### src/rtl/rbh_pkg.sv
// Shared types and constants for the range bucket histogram.
// Used by every module of the block; depends on nothing.
`default_nettype none

package rbh_pkg;

  localparam int MAX_BOUNDS     = 7;
  localparam int COUNT_WIDTH    = 32;
  localparam int NUM_BOUND_REGS = 7;
  localparam int NUM_BUCKETS    = MAX_BOUNDS + 1;
  localparam int CNT_IDX_W      = (NUM_BUCKETS > 2) ? $clog2(NUM_BUCKETS) : 1;

  localparam int SAMPLE_W    = 16;
  localparam int BOUND_CNT_W = 3;
  localparam int BUCKET_W    = 3;
  localparam int OP_W        = 2;
  localparam int CFG_IDX_W   = 3;
  localparam int CFG_DATA_W  = 16;
  localparam int OUT_DATA_W  = ((BUCKET_W + COUNT_WIDTH + 7) / 8) * 8;

  localparam logic [CFG_IDX_W-1:0] REG_BOUND_COUNT = CFG_IDX_W'(0);
  localparam logic [CFG_IDX_W-1:0] REG_BOUND_BASE  = CFG_IDX_W'(1);

  typedef enum logic [OP_W-1:0] {
    OP_COUNT      = 2'd0,
    OP_COUNT_EMIT = 2'd1,
    OP_EMIT       = 2'd2,
    OP_NOP        = 2'd3
  } op_e;

  typedef logic [CNT_IDX_W-1:0]   cnt_idx_t;
  typedef logic [COUNT_WIDTH-1:0] count_t;

  // Command from the input stage to the counter bank.
  typedef struct packed {
    logic     inc;
    cnt_idx_t idx;
    logic     clear;
  } cnt_cmd_t;

endpackage

`default_nettype wire

### src/rtl/rbh_classify.sv
// Bucket selection: parallel compares of one sample against the boundaries.
// Depends on rbh_pkg.
`default_nettype none

module rbh_classify
  import rbh_pkg::*;
(
  input  wire logic [SAMPLE_W-1:0] sample_i,
  input  wire logic [SAMPLE_W-1:0] bounds_i [NUM_BOUND_REGS],
  input  wire cnt_idx_t            active_i,
  output cnt_idx_t                 bucket_o
);

  // Scanning downward makes the lowest matching boundary win.
  always_comb begin
    bucket_o = active_i;
    for (int b = MAX_BOUNDS - 1; b >= 0; b--) begin
      if ((CNT_IDX_W'(b) < active_i) && (sample_i < bounds_i[b])) begin
        bucket_o = CNT_IDX_W'(b);
      end
    end
  end

endmodule

`default_nettype wire

### src/rtl/rbh_counters.sv
// Bank of saturating bucket counters with a clear on emit.
// Depends on rbh_pkg.
`default_nettype none

module rbh_counters
  import rbh_pkg::*;
(
  input  wire logic clk_i,
  input  wire logic rst_ni,
  input  wire cnt_cmd_t cmd_i,
  output count_t    snap_o [NUM_BUCKETS]
);

  count_t counts_q [NUM_BUCKETS];
  count_t counts_d [NUM_BUCKETS];

  // The snapshot already includes the increment of the item being committed.
  always_comb begin
    for (int k = 0; k < NUM_BUCKETS; k++) begin
      snap_o[k] = counts_q[k];
      if (cmd_i.inc && (cmd_i.idx == CNT_IDX_W'(k)) && !(&counts_q[k])) begin
        snap_o[k] = counts_q[k] + COUNT_WIDTH'(1);
      end
      counts_d[k] = cmd_i.clear ? '0 : snap_o[k];
    end
  end

  always_ff @(posedge clk_i or negedge rst_ni) begin
    if (!rst_ni) begin
      for (int k = 0; k < NUM_BUCKETS; k++) begin
        counts_q[k] <= '0;
      end
    end else begin
      for (int k = 0; k < NUM_BUCKETS; k++) begin
        counts_q[k] <= counts_d[k];
      end
    end
  end

endmodule

`default_nettype wire

### src/rtl/rbh_emit.sv
// Emit buffer and output register: holds a snapshot of the counters and
// sends one bucket word per cycle unless the output stalls. Depends on rbh_pkg.
`default_nettype none

module rbh_emit
  import rbh_pkg::*;
(
  input  wire logic                  clk_i,
  input  wire logic                  rst_ni,
  input  wire logic                  load_i,
  input  wire cnt_idx_t              active_i,
  input  wire count_t                snap_i [NUM_BUCKETS],
  output logic                       busy_o,
  output logic                       m_axis_tvalid,
  input  wire logic                  m_axis_tready,
  // bucket_index [2:0], bucket_total above it, zero padded
  output logic [OUT_DATA_W-1:0]      m_axis_tdata,
  output logic                       m_axis_tlast
);

  count_t   buf_q [NUM_BUCKETS];
  cnt_idx_t idx_q, idx_d;
  cnt_idx_t last_q;
  logic     busy_q, busy_d;
  logic     out_valid_q, out_valid_d;
  cnt_idx_t out_idx_q;
  count_t   out_total_q;
  logic     out_last_q;
  logic     drain;
  logic     drain_last;

  assign drain      = busy_q && (!out_valid_q || m_axis_tready);
  assign drain_last = idx_q == last_q;

  always_comb begin
    idx_d       = idx_q;
    busy_d      = busy_q;
    out_valid_d = out_valid_q && !m_axis_tready;
    if (drain) begin
      out_valid_d = 1'b1;
      idx_d       = idx_q + CNT_IDX_W'(1);
      if (drain_last) begin
        busy_d = 1'b0;
      end
    end
    if (load_i) begin
      idx_d  = '0;
      busy_d = 1'b1;
    end
  end

  always_ff @(posedge clk_i or negedge rst_ni) begin
    if (!rst_ni) begin
      idx_q       <= '0;
      busy_q      <= 1'b0;
      out_valid_q <= 1'b0;
    end else begin
      idx_q       <= idx_d;
      busy_q      <= busy_d;
      out_valid_q <= out_valid_d;
    end
  end

  always_ff @(posedge clk_i) begin
    if (load_i) begin
      last_q <= active_i;
      for (int k = 0; k < NUM_BUCKETS; k++) begin
        buf_q[k] <= snap_i[k];
      end
    end
    if (drain) begin
      out_idx_q   <= idx_q;
      out_total_q <= buf_q[idx_q];
      out_last_q  <= drain_last;
    end
  end

  assign busy_o        = busy_q;
  assign m_axis_tvalid = out_valid_q;
  assign m_axis_tdata  = OUT_DATA_W'({out_total_q, BUCKET_W'(out_idx_q)});
  assign m_axis_tlast  = out_last_q;

`ifndef NO_ASSERTIONS
  a_no_load_while_busy: assert property (@(posedge clk_i) disable iff (!rst_ni)
    load_i |-> !busy_q)
    else $error("emit snapshot loaded while a previous run is still draining");

  a_run_ends: assert property (@(posedge clk_i) disable iff (!rst_ni)
    drain && drain_last |=> !busy_q)
    else $error("emit run did not end after its last bucket");

  a_idx_holds: assert property (@(posedge clk_i) disable iff (!rst_ni)
    busy_q && !drain && !load_i |=> $stable(idx_q))
    else $error("bucket pointer moved while the output was stalled");
`endif

endmodule

`default_nettype wire

### src/rtl/range_bucket_histogram.sv
// Range bucket histogram: 16-bit samples counted into up to eight ranges.
// One count item is taken per cycle unless an emit item is stalled ahead of it;
// an emit sends bound_count+1 words at one per cycle unless the output stalls,
// and a further emit item waits until the previous run has drained.
// Reset (rst_ni, asynchronous, active low) clears the counters, the registers
// and all valid state; no clearing pass is needed.
`default_nettype none

module range_bucket_histogram
  import rbh_pkg::*;
(
  input  wire logic                   clk_i,
  input  wire logic                   rst_ni,
  input  wire logic                   cfg_we_i,
  input  wire logic [CFG_IDX_W-1:0]   cfg_index_i,
  input  wire logic [CFG_DATA_W-1:0]  cfg_wdata_i,
  input  wire logic                   s_axis_tvalid,
  output logic                        s_axis_tready,
  // sample [15:0]
  input  wire logic [SAMPLE_W-1:0]    s_axis_tdata,
  // op [1:0]
  input  wire logic [OP_W-1:0]        s_axis_tuser,
  output logic                        m_axis_tvalid,
  input  wire logic                   m_axis_tready,
  // bucket_index [2:0], bucket_total [34:3], zero padded
  output logic [OUT_DATA_W-1:0]       m_axis_tdata,
  output logic                        m_axis_tlast
);

  logic [BOUND_CNT_W-1:0] bound_count_q;
  logic [SAMPLE_W-1:0]    bound_q [NUM_BOUND_REGS];
  logic [CFG_IDX_W-1:0]   bound_sel;
  logic [BOUND_CNT_W-1:0] active_full;
  cnt_idx_t               active;

  logic                   s1_valid_q;
  op_e                    s1_op_q;
  logic [SAMPLE_W-1:0]    s1_sample_q;
  logic                   s1_is_emit, s1_is_count, s1_commit;
  logic                   emit_busy;
  cnt_idx_t               bucket;
  cnt_cmd_t               cmd;
  count_t                 snap [NUM_BUCKETS];

  // Configuration registers.
  assign bound_sel = cfg_index_i - REG_BOUND_BASE;

  always_ff @(posedge clk_i or negedge rst_ni) begin
    if (!rst_ni) begin
      bound_count_q <= '0;
      for (int k = 0; k < NUM_BOUND_REGS; k++) begin
        bound_q[k] <= '0;
      end
    end else if (cfg_we_i) begin
      if (cfg_index_i == REG_BOUND_COUNT) begin
        bound_count_q <= cfg_wdata_i[BOUND_CNT_W-1:0];
      end else begin
        bound_q[bound_sel] <= cfg_wdata_i[SAMPLE_W-1:0];
      end
    end
  end

  assign active_full = (bound_count_q > BOUND_CNT_W'(MAX_BOUNDS)) ?
                       BOUND_CNT_W'(MAX_BOUNDS) : bound_count_q;
  assign active      = active_full[CNT_IDX_W-1:0];

  // Input stage.
  assign s1_is_emit  = (s1_op_q == OP_COUNT_EMIT) || (s1_op_q == OP_EMIT);
  assign s1_is_count = (s1_op_q == OP_COUNT) || (s1_op_q == OP_COUNT_EMIT);
  assign s1_commit   = s1_valid_q && (!s1_is_emit || !emit_busy);
  assign s_axis_tready = !s1_valid_q || s1_commit;

  always_ff @(posedge clk_i or negedge rst_ni) begin
    if (!rst_ni) begin
      s1_valid_q <= 1'b0;
    end else if (s_axis_tready) begin
      s1_valid_q <= s_axis_tvalid;
    end
  end

  always_ff @(posedge clk_i) begin
    if (s_axis_tvalid && s_axis_tready) begin
      s1_op_q     <= op_e'(s_axis_tuser);
      s1_sample_q <= s_axis_tdata;
    end
  end

  rbh_classify u_classify (
    .sample_i (s1_sample_q),
    .bounds_i (bound_q),
    .active_i (active),
    .bucket_o (bucket)
  );

  assign cmd.inc   = s1_commit && s1_is_count;
  assign cmd.idx   = bucket;
  assign cmd.clear = s1_commit && s1_is_emit;

  rbh_counters u_counters (
    .clk_i  (clk_i),
    .rst_ni (rst_ni),
    .cmd_i  (cmd),
    .snap_o (snap)
  );

  rbh_emit u_emit (
    .clk_i         (clk_i),
    .rst_ni        (rst_ni),
    .load_i        (cmd.clear),
    .active_i      (active),
    .snap_i        (snap),
    .busy_o        (emit_busy),
    .m_axis_tvalid (m_axis_tvalid),
    .m_axis_tready (m_axis_tready),
    .m_axis_tdata  (m_axis_tdata),
    .m_axis_tlast  (m_axis_tlast)
  );

endmodule

`default_nettype wire

### config.mk
export PLATFORM = sky130hd
export DESIGN_NAME = range_bucket_histogram
export DESIGN_NICKNAME = d
export VERILOG_FILES = /design/src/rtl/rbh_pkg.sv /design/src/rtl/rbh_classify.sv /design/src/rtl/rbh_counters.sv /design/src/rtl/rbh_emit.sv /design/src/rtl/range_bucket_histogram.sv
export SDC_FILE = /design/constraint.sdc
export NUM_CORES = 1
export LEC_CHECK = 0
export ABC_AREA = 1
export BUFFER_PORTS_ARGS = -buffer_cell sky130_fd_sc_hd__buf_2
export CAP_MARGIN = 5
export CORE_MARGIN = 2
export CORE_UTILIZATION = 64
export CTS_CLUSTER_SIZE = 24
export DETAILED_ROUTE_END_ITERATION = 7
export GPL_TIMING_DRIVEN = 0
export PLACE_DENSITY = 0.87
export SETUP_SLACK_MARGIN = 0.1
export SLEW_MARGIN = 10
export SYNTH_ARGS = -nofsm -noshare
export SYNTH_HDL_FRONTEND = slang
export SYNTH_SLANG_ARGS = --single-unit
### constraint.sdc
create_clock -name clk_i -period 12.89 [get_ports clk_i]
set_input_delay 0.6445 -clock clk_i [delete_from_list [all_inputs] [get_ports clk_i]]
set_output_delay 0.6445 -clock clk_i [all_outputs]
set_load 0.02 [all_outputs]
==> results of run 1 <==
## cell type report
type	instances	area (µm²)
well taps	773	967
plain buffers	204	937
inverters	535	2010
flip-flops and latches	690	18800
diodes	1	2.50
multi-input cells	3170	16400
fillers	4536	16700
clock buffers	89	1950
clock inverters	48	567
repair buffers	89	656
## worst max-delay path, cell delays in order, from the launching register on
cell and delay [ns]:
edfxtp_1 0.36, inv_1 0.05, ha_1 0.32, nand2_1 0.07
nand2_1 0.05, inv_1 0.07, nand2_1 0.27, clkinv_1 0.23
clkbuf_1 0.84, clkbuf_4 0.86, buf_16 0.34, buf_16 0.29
buf_16 0.28, buf_16 0.31
## Yosys cell counts (118+ instances only)
| library cell | number | area share, % |
|---|---|---|
| nand4_1 | 217 | 3.6 |
| nand2_1 | 1054 | 10 |
| nor2_1 | 486 | 4.8 |
| nand3_1 | 130 | 1.7 |
| edfxtp_1 | 313 | 25 |
| xor2_1 | 145 | 3.3 |
| a21oi_1 | 291 | 3.8 |
| dfrtp_1 | 377 | 25 |
| inv_1 | 530 | 5.2 |
| clkbuf_1 | 119 | 1.2 |
| ha_1 | 118 | 3.9 |
| o21ai_0 | 304 | 4.0 |
## state kept, by name (all words and copies together), names as in the netlist
| register | cells |
|---|---|
| u_emit.out_total_q | 32 |
| s1_valid_q | 1 |
| s1_sample_q | 16 |
| u_emit.idx_q | 3 |
| u_counters.counts_q | 256 |
| u_emit.m_axis_tvalid | 1 |
| bound_count_q | 3 |
| u_emit.m_axis_tlast | 1 |
| bound_q | 112 |
| u_emit.last_q | 3 |
| s1_op_q | 2 |
| u_emit.out_idx_q | 3 |
| u_emit.busy_o | 1 |
| u_emit.buf_q | 256 |
## routing by layer
layer | wire length, µm | share of wire (%) | vias up
met5 | 59 | 0.050 | -
met4 | 5940 | 5.0 | 2
met3 | 12800 | 11 | 327
met2 | 52400 | 44 | 1820
met1 | 47600 | 40 | 16042
li1 | - | - | 15677
## power by group through the flow
stage	Clock, mW	Combinational, mW	Sequential (mW)
finish	2.24	2.09	3.00
global route	2.33	2.26	3.02
CTS	2.25	2.03	2.98
detailed placement	0	2.01	3.01
global placement	0	1.92	3.11
floorplan	0	1.17	3.05
## per-stage QoR
stage                     instance area [µm²]  std cells  util, %  power, mW  hold WS [ns]
after floorplan                         38200       4599        -       4.22         0.349
after global placement                  39500       5451     67.0       5.03         0.466
after detailed placement                39800       5460     67.4       5.03         0.473
after CTS                               42300       5598     71.7       7.27         0.157
after global routing                    42300       5598     71.7       7.61         0.167
final                                   42300       5599     71.7       7.34         0.170
## worst min path at each step
stage | from | slack, ns | end | depth (start not counted)
6_report | s_axis_tdata[0] | 0.17 | s1_sample_q[0] | 1
5_1_grt | s_axis_tdata[2] | 0.17 | s1_sample_q[2] | 1
4_1_cts | s_axis_tdata[14] | 0.16 | s1_sample_q[14] | 1
3_5_place_dp | bound_q[54] | 0.47 | bound_q[54] | 2
3_3_place_gp | bound_q[101] | 0.47 | bound_q[101] | 2
2_1_floorplan | rst_ni | 0.35 | bound_count_q[0] | 0
## layout by cell type, fill, tap and decap left out, types with 5 or more instances in the layout
master and instances:
inv_1 530, bufinv_16 11, o21a_1 6, clkinv_1 7, conb_1 5, xor2_1 145
ha_1 118, clkbuf_16 74, edfxtp_1 313, a211oi_1 5, a31oi_1 33, clkinv_2 16
buf_4 20, inv_6 8, nor2_4 6, nor3_1 111, clkbuf_1 129, buf_16 8
dfrtp_1 377, nand3b_1 25, nand2_1 1054, nand2_2 9, o21ai_1 17, o22ai_1 32
nor2_2 8, nand4_1 217, o21ai_0 304, buf_1 11, xnor2_1 79, nor4_1 61
nor2_1 485, nand3_1 130, buf_2 126, a21oi_1 291
## logic make-up (layout without fill, tap and decap cells)
logic type / Yosys count / after routing
AO/OA/AOI/OAI: 690 / 690
AND/OR/NAND/NOR: 2133 / 2133
XOR/XNOR: 224 / 224
flip-flops: 690 / 690
adder cells (fa/ha/maj): 118 / 118
buffers and inverters: 739 / 965
other: 1 / 6
==> flow_metrics.env, run 1 <==
export IMPL_status="completed"
export IMPL_cts_resized=0
export IMPL_critPathCaptureType="register"
export IMPL_cp_start_kind="register"
export IMPL_cts_tree="yes"
export IMPL_setup_violations=0
export IMPL_power_density_nw_per_um2=173
export IMPL_p_sw_share_pct=37.0
export IMPL_routed_wl_um=119000
export IMPL_clkPwrFrac_pct=30.6
export IMPL_synth_compound_area_share_pct=9.37
export IMPL_switchingPower_mw=2.71
export IMPL_ys_ff_latch=690
export IMPL_syn_inst=4595
export IMPL_cts_setup_buffers=0
export IMPL_place_congestion=1.05
export IMPL_yosys_warnings=0
export IMPL_grt_usage_pct=39.1
export IMPL_yosysSeqAreaShare_pct=49.4
export IMPL_vdd_drop_max_mv=0.179
export IMPL_r2r_setup_slack_ns=8.09
export IMPL_grt_ovfl_total=0
export IMPL_r2r_end="u_emit.buf_q[6][7]"
export IMPL_combPwrFrac_pct=28.6
export IMPL_synth_simple_area_share_pct=24.5
export IMPL_synth_top_family_by_area="simple AND/OR/NAND/NOR gates"
export IMPL_synth_mux_area_share_pct=0
export IMPL_die_area_um2=61600
export IMPL_final_nets=4924
export IMPL_core_um2=59000
export IMPL_reg2reg_from="s1_op_q[0]"
export IMPL_intPower_mw=4.62
export IMPL_drv_slew=0
export IMPL_drc=0
export IMPL_ioPinCount=85
export IMPL_hold_path_class="in -> reg"
export IMPL_final_setup_skew_ns=0.0302
export IMPL_post_route_min_period_ns=4.80
export IMPL_setup_worst_path_end="u_emit.buf_q[6][7]"
export IMPL_die_w_um=248
export IMPL_setup_tns_ns=0
export IMPL_synthArstFlopShare_pct=54.6
export IMPL_busiest_layer="met2"
export IMPL_p_leak_nw=19.4
export IMPL_num_vias=33868
export IMPL_vias_per_cell=6.05
export IMPL_slew_headroom_pct=26.3
export IMPL_rsz0062_at_grt="false"
export IMPL_cts_sinks=690
export IMPL_drt_pass1_iter_count=7
export IMPL_use_met3_pct=8.92
export IMPL_ant_nets=0
export IMPL_worstRegToRegCells=13
export IMPL_setup_ws_ns=8.09
export IMPL_syn_area_um2=38200
export IMPL_io_buffers=79
export IMPL_syn_avg_cell_area_um2=8.30
export IMPL_crit_required_ns=13.19
export IMPL_die_h_um=248
export IMPL_clock_fmax_mhz=208
export IMPL_wl_per_cell_um=21.2
export IMPL_grt_max_degree=92
export IMPL_gr_usage_met2_pct=59.7
export IMPL_pre_cts_ws_ns=8.11
export IMPL_timing_final_hold_violations=0
export IMPL_h_tree_depth=3
export IMPL_start_util_pct=64.6
export IMPL_cp_data_arrival_time_ns=5.10
export IMPL_startpoint="s1_op_q[0]"
export IMPL_cap_viol_max_count=0
export IMPL_grt_use_met1_pct=53.6
export IMPL_clk_path_buf_depth=3
export IMPL_seqPwrFrac_pct=40.9
export IMPL_first_iter_violations=3947
export IMPL_worst_slew_pin_transition_ns=1.10
export IMPL_insertion_delay_ns=0.65
export IMPL_grt_pass1_wl_um=183000
export IMPL_syn_to_final_growth_pct=10.9
export IMPL_hpwl_um=88300
export IMPL_cts_buffers=74
export IMPL_critPathMaxFanout=60
export IMPL_synth_edff_count=313
export IMPL_clk_pin_slew_ns=0.06
export IMPL_ys_flop_type="dfrtp_1"
export IMPL_rows=89
export IMPL_clock_root_buffer="clkbuf_16"
export IMPL_fin_crit_sh_pct=37.3
export IMPL_synth_distinct_cells=47
export IMPL_cts_hold_buf=1
export IMPL_antenna_found_initial=1
export IMPL_drive_above_1_share_pct=6.82
export IMPL_synth_xor_area_share_pct=5.14
export IMPL_synthAdderAreaFrac_pct=3.87
export IMPL_critPathKind="reg -> reg"
export IMPL_grt_pass1_vias=32107
Note: power is estimated with default switching activity, not from simulation.
==> run 2, diff against run 1 <==
--- a/config.mk
+++ b/config.mk
@@ -9,11 +9,11 @@
 export BUFFER_PORTS_ARGS = -buffer_cell sky130_fd_sc_hd__buf_2
 export CAP_MARGIN = 5
 export CORE_MARGIN = 2
-export CORE_UTILIZATION = 64
+export CORE_UTILIZATION = 57
 export CTS_CLUSTER_SIZE = 24
 export DETAILED_ROUTE_END_ITERATION = 7
 export GPL_TIMING_DRIVEN = 0
-export PLACE_DENSITY = 0.87
+export PLACE_DENSITY = 0.82
 export SETUP_SLACK_MARGIN = 0.1
 export SLEW_MARGIN = 10
 export SYNTH_ARGS = -nofsm -noshare
==> constraint.sdc (replaced) <==
create_clock -name clk_i -period 4.3 [get_ports clk_i]
set_input_delay 0.215 -clock clk_i [delete_from_list [all_inputs] [get_ports clk_i]]
set_output_delay 0.215 -clock clk_i [all_outputs]
set_load 0.02 [all_outputs]
==> flow_metrics.env, run 2 (same netlist as run 1, synthesis figures left out) <==
export IMPL_timing_final_hold_violations=0
export IMPL_cap_viol_max_count=0
export IMPL_worst_slew_pin_transition_ns=1.24
export IMPL_fin_crit_sh_pct=95.5
export IMPL_p_sw_share_pct=37.1
export IMPL_vias_per_cell=5.86
export IMPL_ant_nets=0
export IMPL_grt_ovfl_total=0
export IMPL_final_cell_mix="nand2_1 (1054), inv_1 (530), nor2_1 (485)"
export IMPL_die_w_um=263
export IMPL_grt_pass1_wl_um=183000
export IMPL_rows=94
export IMPL_post_route_min_period_ns=4.11
export IMPL_clkPwrFrac_pct=31.3
export IMPL_final_nets=4955
export IMPL_cts_resized=0
export IMPL_antennaDiodeCount=0
export IMPL_clk_path_buf_depth=3
export IMPL_routed_wl_um=119000
export IMPL_path_cells="inv_1 > ha_1 > nand2_1 > nand2_1 > inv_1 > nand2_1 > clkinv_1 > clkbuf_1 > clkbuf_16 > buf_16"
export IMPL_worstRegToRegCells=10
export IMPL_holdWs_ns=0.00857
export IMPL_drv_slew=0
export IMPL_clock_root_buffer="clkbuf_16"
export IMPL_layout_commonest_cell="nand2_1"
export IMPL_cts_buffers=77
export IMPL_drive_above_1_share_pct=6.92
export IMPL_slowest_delay_ns=0.91
export IMPL_vdd_drop_max_mv=0.377
export IMPL_reg2reg_from="s1_op_q[0]"
export IMPL_drc=0
export IMPL_setup_violations=0
export IMPL_drt_pass1_iter_count=8
export IMPL_power_density_nw_per_um2=519
export IMPL_slew_headroom_pct=17.5
export IMPL_hold_path_class="in -> reg"
export IMPL_rsz0062_at_grt="false"
export IMPL_insertion_delay_ns=0.65
export IMPL_grt_max_degree=141
export IMPL_startpoint="s1_op_q[0]"
export IMPL_switchingPower_mw=8.25
export IMPL_post_dp_cell_area_um2=39800
export IMPL_antenna_found_initial=1
export IMPL_cts_tree="yes"
export IMPL_p_leak_nw=19.6
export IMPL_clock_fmax_mhz=243
export IMPL_critPathKind="reg -> reg"
export IMPL_num_vias=33550
export IMPL_wl_per_cell_um=20.7
export IMPL_cts_sinks=690
export IMPL_fin_area_um2=42800
export IMPL_ioPinCount=85
export IMPL_intPower_mw=14.0
export IMPL_place_congestion=0.990
export IMPL_critPathMaxFanout=140
export IMPL_first_iter_violations=3992
export IMPL_crit_required_ns=4.56
export IMPL_seqPwrFrac_pct=40.1
export IMPL_grt_usage_pct=34.2
export IMPL_h_tree_depth=3
export IMPL_clk_pin_slew_ns=0.06
export IMPL_status="completed"
export IMPL_core_um2=66000
export IMPL_setup_worst_path_end="u_emit.buf_q[1][30]"
export IMPL_cpMaxStageDelayCell="clkbuf_1"
export IMPL_io_buffers=79
export IMPL_cp_data_arrival_time_ns=4.37
export IMPL_syn_to_final_growth_pct=12.2
export IMPL_combPwrFrac_pct=28.6
export IMPL_critPathCaptureType="register"
export IMPL_cpMostUsedCell="nand2_1"
export IMPL_final_setup_skew_ns=0.0320
export IMPL_hpwl_um=87700
export IMPL_setup_tns_ns=0
export IMPL_grt_pass1_vias=32172
export IMPL_cp_start_kind="register"
export IMPL_place_inst=5548
export IMPL_largestRegisters="u_counters.counts_q x256, u_emit.buf_q x256, bound_q x112"
export IMPL_fin_cells=5723
export IMPL_start_util_pct=57.8
export IMPL_r2r_setup_slack_ns=0.19
export IMPL_die_h_um=263
export IMPL_p_total_mw=22.2
export IMPL_r2r_end="u_emit.buf_q[1][30]"
export IMPL_die_area_um2=69000
==> run 2: cell count changes in the layout (fill, tap and decap cells not counted), sizes merged <==
cell         before  now
bufinv           11   10
buf             171  169
clkinvlp          4    9
clkbuf          210  209
inv             542  543
clkinv           26   28
dlygate4sd3       1   31
diode             1    0
==> run 2: what timing repair did <==
action                                 CTS  global route
setup buffers                            0             1
endpoints found under the hold margin  251             0
hold buffers                            31             0
setup endpoints to repair                0             2
==> run 2: worst min path at each step <==
stage | from | endpoint | slack, ns | cells past startpoint
global placement | s_axis_tdata[11] | s1_sample_q[11] | 0.39 | 1
floorplan | rst_ni | bound_count_q[0] | -0.08 | 0
finish | cfg_wdata_i[12] | bound_q[60] | 0.009 | 3
global route | rst_ni | u_counters.counts_q[45] | 0.04 | 2
detailed placement | rst_ni | u_counters.counts_q[45] | 0.08 | 1
CTS | rst_ni | u_counters.counts_q[45] | 0.002 | 2
==> run 2: final cells by class <==
cell class                 instances  area (µm²)
fill                            5458       23200
multi-input combinational       3170       16400
timing repair buffer             117         881
sequential                       690       18800
inverter                         535        2010
clock buffer                      88        2020
tap                              864        1080
clock inverter                    55         637
buffer                           204         955
==> run 2: per-layer routing <==
metal	up-vias	wire length (µm)	global-route usage, %
met5	-	0	0
met4	0	6160	15.5
met3	300	10400	4.87
met2	1636	53000	53.3
met1	15859	49000	47.7
li1	15755	-	-
==> run 2: through the flow <==
stage	util, %	worst slack [ns]
detailed placement	60.4	0.314
floorplan	-	0.578
finish	64.9	0.192
global placement	60.1	-4.99
global route	64.9	0.125
CTS	64.9	0.211
==> run 2: power groups by stage <==
stage / sequential [mW] / combinational, mW / clock, mW
3_5_place_dp: 8.97 / 6.13 / 0
4_1_cts: 8.87 / 6.21 / 7.01
5_1_grt: 8.97 / 6.85 / 7.27
6_report: 8.90 / 6.34 / 6.96
3_3_place_gp: 9.04 / 5.91 / 0
2_1_floorplan: 8.98 / 3.52 / 0
==> run 2: worst max-delay path, delay by kind of cell (launching register included) <==
| kind | cells | cell delay (ns) |
|---|---|---|
| fa+ha+maj | 1 | 0.32 |
| buf+inv | 6 | 2.46 |
| flops | 1 | 0.35 |
| simple gates | 3 | 0.40 |
